<file path="config.mk">
export PLATFORM = sky130hd
export DESIGN_NAME = rbc_ctrl
export DESIGN_NICKNAME = d
export VERILOG_FILES = /design/src/hdl/rbc_pkg.sv /design/src/hdl/rbc_ctrl.sv
export SDC_FILE = /design/constraint.sdc
export NUM_CORES = 1
export LEC_CHECK = 0
export ABC_AREA = 1
export BUFFER_PORTS_ARGS = -buffer_cell sky130_fd_sc_hd__buf_2
export CORE_MARGIN = 3
export CORE_UTILIZATION = 35
export DETAILED_ROUTE_END_ITERATION = 10
export SYNTH_ARGS = -nofsm -noshare
export SYNTH_HDL_FRONTEND = slang
export SYNTH_SLANG_ARGS = --single-unit
</file>
<file path="constraint.sdc">
create_clock -name i_clk -period 1.67 [get_ports i_clk]
set_input_delay 0.0835 -clock i_clk [delete_from_list [all_inputs] [get_ports i_clk]]
set_output_delay 0.0835 -clock i_clk [all_outputs]
set_load 0.005 [all_outputs]
</file>
<file path="src/hdl/rbc_pkg.sv">
// Shared types and constants of the rolling band classifier.
package rbc_pkg;

    localparam int MAX_WINDOW = 256;
    localparam int PRICE_BITS = 24;
    localparam int SLOT_BITS  = $clog2(MAX_WINDOW);

    localparam logic [15:0] K_RESET   = 16'd8192;
    localparam logic [7:0]  WIN_RESET = 8'd19;

    localparam logic REG_BAND_K = 1'b0;
    localparam logic REG_WINDOW = 1'b1;

    localparam logic [1:0] POS_INSIDE = 2'd0;
    localparam logic [1:0] POS_ABOVE  = 2'd1;
    localparam logic [1:0] POS_BELOW  = 2'd2;

    localparam logic [6:0] STEPS_MEAN   = 7'd33;
    localparam logic [6:0] STEPS_VAR    = 7'd48;
    localparam logic [6:0] STEPS_EXCESS = 7'd25;
    localparam logic [4:0] SQRT_LAST    = 5'd23;

    typedef enum logic [4:0] {
        OP_NONE,
        OP_LOAD,
        OP_MUL_A,
        OP_MUL_B,
        OP_FILL,
        OP_SPREAD,
        OP_DIV_MEAN,
        OP_TAKE_MEAN,
        OP_DIV_VAR,
        OP_TAKE_VAR,
        OP_SQRT,
        OP_KD,
        OP_BANDS,
        OP_CMP,
        OP_DIV_EXC,
        OP_TAKE_EXC,
        OP_RETIRE
    } t_op;

    typedef struct packed {
        t_op op;
    } t_cmd;

    typedef struct packed {
        logic full;
        logic div_busy;
        logic sqrt_last;
        logic need_exc;
        logic out_free;
    } t_status;

endpackage

</file>
<file path="src/hdl/rbc_ctrl.sv">
// Sequencer of the rolling band classifier: steps the datapath through one request.
module rbc_ctrl (
    input  logic            i_clk,
    input  logic            i_rst_n,
    input  logic            i_valid,
    output logic            o_stall,
    output rbc_pkg::t_cmd   o_cmd,
    input  rbc_pkg::t_status i_status
);

    typedef enum logic [4:0] {
        S_IDLE,
        S_CHECK,
        S_FILL,
        S_MUL_B,
        S_SPREAD,
        S_MEAN,
        S_MEAN_W,
        S_VAR,
        S_VAR_W,
        S_SQRT,
        S_KD,
        S_BANDS,
        S_CMP,
        S_CLASS,
        S_EXC,
        S_EXC_W,
        S_OUT
    } t_state;

    t_state r_state;
    t_state n_state;

    always_comb begin
        n_state = r_state;
        o_cmd.op = rbc_pkg::OP_NONE;
        case (r_state)
            S_IDLE: begin
                if (i_valid) begin
                    o_cmd.op = rbc_pkg::OP_LOAD;
                    n_state  = S_CHECK;
                end
            end
            S_CHECK: begin
                o_cmd.op = rbc_pkg::OP_MUL_A;
                n_state  = i_status.full ? S_MUL_B : S_FILL;
            end
            S_FILL: begin
                o_cmd.op = rbc_pkg::OP_FILL;
                n_state  = S_IDLE;
            end
            S_MUL_B: begin
                o_cmd.op = rbc_pkg::OP_MUL_B;
                n_state  = S_SPREAD;
            end
            S_SPREAD: begin
                o_cmd.op = rbc_pkg::OP_SPREAD;
                n_state  = S_MEAN;
            end
            S_MEAN: begin
                o_cmd.op = rbc_pkg::OP_DIV_MEAN;
                n_state  = S_MEAN_W;
            end
            S_MEAN_W: begin
                if (!i_status.div_busy) begin
                    o_cmd.op = rbc_pkg::OP_TAKE_MEAN;
                    n_state  = S_VAR;
                end
            end
            S_VAR: begin
                o_cmd.op = rbc_pkg::OP_DIV_VAR;
                n_state  = S_VAR_W;
            end
            S_VAR_W: begin
                if (!i_status.div_busy) begin
                    o_cmd.op = rbc_pkg::OP_TAKE_VAR;
                    n_state  = S_SQRT;
                end
            end
            S_SQRT: begin
                o_cmd.op = rbc_pkg::OP_SQRT;
                if (i_status.sqrt_last) begin
                    n_state = S_KD;
                end
            end
            S_KD: begin
                o_cmd.op = rbc_pkg::OP_KD;
                n_state  = S_BANDS;
            end
            S_BANDS: begin
                o_cmd.op = rbc_pkg::OP_BANDS;
                n_state  = S_CMP;
            end
            S_CMP: begin
                o_cmd.op = rbc_pkg::OP_CMP;
                n_state  = S_CLASS;
            end
            S_CLASS: begin
                n_state = S_EXC;
            end
            S_EXC: begin
                if (i_status.need_exc) begin
                    o_cmd.op = rbc_pkg::OP_DIV_EXC;
                    n_state  = S_EXC_W;
                end else begin
                    n_state = S_OUT;
                end
            end
            S_EXC_W: begin
                if (!i_status.div_busy) begin
                    o_cmd.op = rbc_pkg::OP_TAKE_EXC;
                    n_state  = S_OUT;
                end
            end
            S_OUT: begin
                if (i_status.out_free) begin
                    o_cmd.op = rbc_pkg::OP_RETIRE;
                    n_state  = S_IDLE;
                end
            end
            default: begin
                n_state = S_IDLE;
            end
        endcase
    end

    always_ff @(posedge i_clk) begin
        if (!i_rst_n) begin
            r_state <= S_IDLE;
        end else begin
            r_state <= n_state;
        end
    end

    assign o_stall = r_state != S_IDLE;

endmodule

</file>
==> results of run 1 <==
[worst max-delay path by stage]
stage,startpoint,slack (ns),end
after floorplan,r_state[1],0.40,r_state[2]
after global placement,r_state[2],0.13,r_state[0]
after detailed placement,r_state[2],0.15,r_state[0]
after CTS,r_state[3],0.03,o_cmd[0]
after global routing,r_state[3],-0.005,o_cmd[3]
final,r_state[3],0.11,o_cmd[2]
[metal layers]
metal | up-vias | track usage | wire, um
li1 | 384 | - | -
met4 | 0 | 0.06452 | 0
met2 | 19 | 0.2744 | 830
met3 | 0 | 0.01128 | 57
met1 | 328 | 0.2163 | 781
met5 | - | 0 | 0
[timing repair]
item,4_1_cts,5_1_grt
setup endpoints to repair,4,4
gates resized for setup,4,8
setup buffers,0,3
pin swaps,0,1
[worst register-to-register path: stages, from the launching register on]
cell	delay [ns]
dfxtp_2	0.39
inv_4	0.07
buf_4	0.14
nand3_1	0.14
nor2_2	0.07
nor2_4	0.18
nand3_1	0.12
a21oi_1	0.17
[synth_stat cells]
| master | count | share of area |
|---|---|---|
| nor2_1 | 11 | 0.067 |
| nand2_2 | 2 | 0.020 |
| nor3_1 | 3 | 0.024 |
| dfxtp_1 | 5 | 0.16 |
| nand2_4 | 4 | 0.073 |
| a21oi_1 | 7 | 0.057 |
| o21a_1 | 1 | 0.012 |
| o211ai_1 | 2 | 0.024 |
| o2111ai_1 | 2 | 0.029 |
| inv_2 | 3 | 0.018 |
| o31ai_1 | 1 | 0.012 |
| nand3_2 | 1 | 0.016 |
| nor2_4 | 4 | 0.073 |
| nand4_1 | 3 | 0.031 |
| a21oi_2 | 2 | 0.029 |
| nand3_1 | 13 | 0.11 |
| nor2_2 | 3 | 0.031 |
| inv_1 | 12 | 0.073 |
| nand2_1 | 20 | 0.12 |
| o21ai_0 | 1 | 0.0081 |
| a31oi_1 | 1 | 0.010 |
[stage by stage]
step           total power (uW)  hold WS [ns]
2_1_floorplan             268.5        0.2591
3_3_place_gp              320.2        0.3881
3_5_place_dp              319.7        0.3865
4_1_cts                   459.5        0.1381
5_1_grt                   495.3        0.1648
6_report                  461.9        0.1463
[layout make-up]
cell class              count  share of cell area
clock buffers               4             0.03393
repair buffers             16              0.1131
inverters                  15             0.07593
flip-flops and latches      5              0.1438
multi-input cells          81              0.6074
well taps                  16             0.02585
[cell usage in the layout, fill, tap and decap left out, drive strengths merged]
| cell type | instances |
|---|---|
| nand2 | 26 |
| o2111ai | 2 |
| nor2 | 18 |
| o211ai | 2 |
| o21ai | 1 |
| nor3 | 3 |
| dfxtp | 5 |
| inv | 15 |
| a31oi | 1 |
| nand4 | 3 |
| nand3 | 14 |
| buf | 16 |
| a21oi | 9 |
| o21a | 1 |
| o31ai | 1 |
| clkbuf | 4 |
[cell families (layout without fill, tap and decap cells)]
logic type	after synthesis	in the layout	synth area share
simple gates	64	64	0.5641
compound gates	17	17	0.1813
buf+inv	15	35	0.09164
flops	5	5	0.1629
[power groups by stage]
stage                     registers, uW  clock network (uW)  logic, uW
after CTS                           147                 140        173
after floorplan                     146                   0        122
final                               147                 137        178
after detailed placement            148                   0        171
after global routing                148                 146        201
after global placement              148                   0        172
==> impl_metrics.py, run 1 <==
metrics = {
    "layout": {
        "fill_cells": 170,
        "area_growth_pct": 26.07,
        "largest_reg_flops": 5,
        "drive_gt1_frac": 0.3802,
        "post-route-util": 0.4913,
        "fin_cells": 137,
        "diodes": 0,
        "fin_nets": 130,
        "regMostFlops": "r_state",
        "seqCellArea_um2": 111.4,
        "multi_input_area_um2": 470.5,
        "top_regs": "r_state: 5 flops",
        "final_cell_area_um2": 774.5,
    },
    "pwr": {
        "p_leak_uw": 0.0004028,
        "switching_share": 0.3740,
        "cell_internal_pwr_uw": 289.1,
        "switching_power_uw": 172.8,
        "pwr-share-clk": 0.296,
        "seq_power_share": 0.319,
        "power_density_mw_per_mm2": 596.4,
        "irDropWorstVdd_mv": 0.3714,
        "pwr-share-comb": 0.386,
    },
    "placed_design": {
        "dpl_cell_area_um2": 699.4,
        "io_buffers": 13,
        "hpwlAfterDp_um": 1389,
        "gp_congestion": 0.8877,
        "place_ws_ns": 0.1526,
        "dp_cells": 130,
    },
    "synth": {
        "synth_area_per_cell_um2": 6.083,
        "ys_seq_area_frac": 0.1629,
        "ys_types": 21,
        "synth_area_um2": 614.3,
        "synthCells": 101,
        "syn-num-nets": 109,
        "synth_warnings": 0,
        "yosys_register_bits": 5,
    },
    "setup_path": {
        "cp_num_buf_inv": 2,
        "arrival_ns": 1.48,
        "cp_slowest_cell": "dfxtp_4",
        "cp_max_fo": 6,
        "crit_type": "flip-flop to primary output",
        "worstSetupEndpointType": "primary output",
        "r2r_cells": 7,
        "critPathMaxStageDelay_ns": 0.37,
        "startpoint_type": "flip-flop",
        "cp_cell_sequence": "nand2_1, inv_2, nand3_1, nand2_1, a31oi_1, o2111ai_1, buf_2",
        "cp.depth": 7,
        "crit_top_cell": "nand2_1",
        "required_ns": 1.59,
        "crit_family": "flip-flops",
        "rr_endpoint": "r_state[0]",
        "crit-reg2reg-launch": "r_state[4]",
        "reg2reg_slack_ns": 0.30,
    },
    "clock_tree": {
        "cts_buffers": 3,
        "cts-root-buf": "clkbuf_4",
        "clkLatencyLatePin_ns": 0.24,
        "cts_tree": "built",
        "hold_buffers": 0,
        "cts-htree-levels": 1,
        "cts_sinks": 5,
        "path_clk_slew_ns": 0.04,
        "clk_path_buf_depth": 2,
    },
    "timing": {
        "hold_viol": 0,
        "postLayoutSetupSlackWorst_ns": 0.1078,
        "fmax_mhz": 640.1,
        "finalSetupTns_ns": 0,
        "relSlewSlack": 0.8201,
        "maxSlewViolCount": 0,
        "setup_viol": 0,
        "fin_skew_ns": 0.003266,
        "finalCriticalPeriod_ns": 1.562,
        "worst_pin_slew_ns": 0.2687,
        "period_share": 0.9355,
    },
    "grt": {
        "grt_overflow": 0,
        "grt_pass1_wl_um": 2697,
        "grt_max_degree": 9,
        "grt.total_usage": 0.1639,
        "grt_pass1_vias": 665,
        "antenna_found_initial": 0,
    },
    "detailed_routing": {
        "vias": 731,
        "wl_um": 1669,
        "ant_nets": 0,
        "drc": 0,
        "viasPerCell": 5.336,
        "drt_iter0_drc": 30,
        "wl_per_cell_um": 12.18,
        "drtPass1Iterations": 4,
    },
    "die": {
        "rows": 14,
        "die_h_um": 47.90,
        "pin_count": 14,
        "die-width_um": 47.90,
        "core_area_mm2": 0.001577,
        "initial_core_util": 0.3897,
        "die-area_mm2": 0.002294,
    },
    "worst_hold_path": {
        "hold_depth": 3,
        "hp-class": "input pin to flip-flop",
        "hp-start": "i_rst_n",
        "min_to": "r_state[2]",
    },
    "status": {
        "status": "finished, final reports clean",
    },
    "flow_run": {
        "cap_violations": 0,
    },
}
Note: power is estimated with default switching activity, not from simulation.
==> run 2: changes to the inputs <==
- BUFFER_PORTS_ARGS: -buffer_cell sky130_fd_sc_hd__buf_2 -> not set
- DONT_BUFFER_PORTS: not set -> 1
- MAX_ROUTING_LAYER: not set -> met4
==> impl_metrics.py, run 2 (synthesis gave the netlist of run 1 again) <==
metrics = {
    "grt": {
        "antenna_found_initial": 0,
        "grt.total_usage": 0.1581,
        "grt_overflow": 0,
        "grt_max_degree": 9,
        "grt_pass1_vias": 599,
        "grt_pass1_wl_um": 2525,
    },
    "clock_tree": {
        "cts_buffers": 3,
        "cts_tree": "built",
        "clkLatencyLatePin_ns": 0.24,
        "path_clk_slew_ns": 0.05,
        "post_cts_buffers": 0,
        "cts-htree-levels": 1,
        "cts-root-buf": "clkbuf_4",
        "clk_path_buf_depth": 2,
        "hold_buffers": 0,
        "cts_sinks": 5,
    },
    "layout": {
        "drive_gt1_frac": 0.2571,
        "top_regs": "r_state: 5 flops",
        "fin_nets": 114,
        "diodes": 0,
        "final_common_cell": "nand2_1",
        "mostFrequentLayoutCells": "20 x nand2_1, 13 x nand3_1, 12 x inv_1",
        "largest_reg_flops": 5,
        "area_growth_pct": 8.758,
        "fill_cells": 176,
        "regMostFlops": "r_state",
    },
    "die": {
        "rows": 14,
        "core_area_mm2": 0.001577,
        "pin_count": 14,
        "die-area_mm2": 0.002294,
        "die_h_um": 47.90,
        "die-width_um": 47.90,
        "initial_core_util": 0.3897,
    },
    "detailed_routing": {
        "wl_um": 1579,
        "drtPass1Iterations": 4,
        "viasPerCell": 5.851,
        "ant_nets": 0,
        "vias": 708,
        "drt_iter0_drc": 12,
        "drc": 0,
        "wl_per_cell_um": 13.05,
    },
    "timing": {
        "period_share": 0.9000,
        "hold_viol": 0,
        "finalCriticalPeriod_ns": 1.503,
        "rsz0062_at_grt": "no",
        "fmax_mhz": 665.4,
        "whs_ns": 0.08524,
        "fin_skew_ns": 0.007478,
        "relSlewSlack": 0.7722,
        "finalSetupTns_ns": 0,
        "setup_viol": 0,
        "worst_pin_slew_ns": 0.3404,
        "maxSlewViolCount": 0,
    },
    "setup_path": {
        "arrival_ns": 1.42,
        "cp_max_fo": 7,
        "worstSetupEndpointType": "primary output",
        "startpoint_type": "flip-flop",
        "rr_endpoint": "r_state[2]",
        "crit-reg2reg-launch": "r_state[3]",
        "crit_type": "flip-flop to primary output",
        "r2r_cells": 7,
        "reg2reg_slack_ns": 0.17,
        "required_ns": 1.59,
    },
    "placed_design": {
        "gp_congestion": 0.9156,
        "hpwlAfterDp_um": 1271,
        "io_buffers": 0,
    },
    "worst_hold_path": {
        "hp-start": "i_status[0]",
        "min_to": "r_state[4]",
        "hold_depth": 3,
        "hp-class": "input pin to flip-flop",
    },
    "flow_run": {
        "cap_violations": 0,
    },
    "pwr": {
        "p_leak_uw": 0.0003323,
        "power_density_mw_per_mm2": 654.1,
        "irDropWorstVdd_mv": 0.3929,
    },
    "status": {
        "status": "finished, final reports clean",
    },
}
-- run 2: worst max-delay path by stage --
stage,cells past startpoint,slack (ns),start,end
after floorplan,8,0.40,r_state[1],r_state[2]
after global placement,7,0.15,r_state[3],r_state[2]
after detailed placement,7,0.17,r_state[2],r_state[2]
after CTS,4,0.08,r_state[1],o_cmd[3]
after global routing,7,0.02,r_state[2],r_state[2]
final,7,0.17,r_state[4],o_cmd[0]
-- run 2: layout make-up --
cell class	count	area [um2]	share of cell area
Clock buffer	4	26.28	0.03933
Inverter	15	56.30	0.08427
Multi-Input combinational cell	81	460.4	0.6891
Sequential cell	5	105.1	0.1573
Tap cell	16	20.02	0.02996
-- run 2: worst max-delay path: stages (launching register included) --
cell       delay (ns)
dfxtp_1          0.35
inv_2            0.17
nand2_4          0.09
nor2_4           0.16
nand2_4          0.09
a21oi_1          0.13
inv_1            0.08
o2111ai_1        0.11
-- run 2: through the flow --
step	area (um2)	cells	total power (uW)	setup slack (ns)	utilization
after floorplan	614.3	101	268.5	0.4037	-
after global placement	634.4	117	298.9	0.1461	0.4024
after detailed placement	634.4	117	295.9	0.1721	0.4024
after CTS	660.6	121	438.2	0.08252	0.4190
after global routing	668.1	121	473.1	0.01677	0.4238
final	668.1	121	437.1	0.1671	0.4238
-- run 2: timing repair --
item,in CTS,in global routing
resized for setup,0,5
hold endpoints to repair,0,0
endpoints found under the setup margin,0,7
-- run 2: routing by layer --
metal | routed length (um) | vias up | track usage
li1 | - | 350 | -
met4 | 4 | 0 | 0.06452
met5 | 0 | - | -
met2 | 753 | 23 | 0.2216
met1 | 681 | 333 | 0.2208
met3 | 140 | 2 | 0.02632
-- run 2: where the power goes --
part / leakage [uW] / switching (uW) / internal [uW]
combinational: 0.000275 / 97.4 / 52.0
clock: 0.0000150 / 47.8 / 90.3
sequential: 0.0000424 / 20.7 / 129
total: 0.000332 / 166 / 271
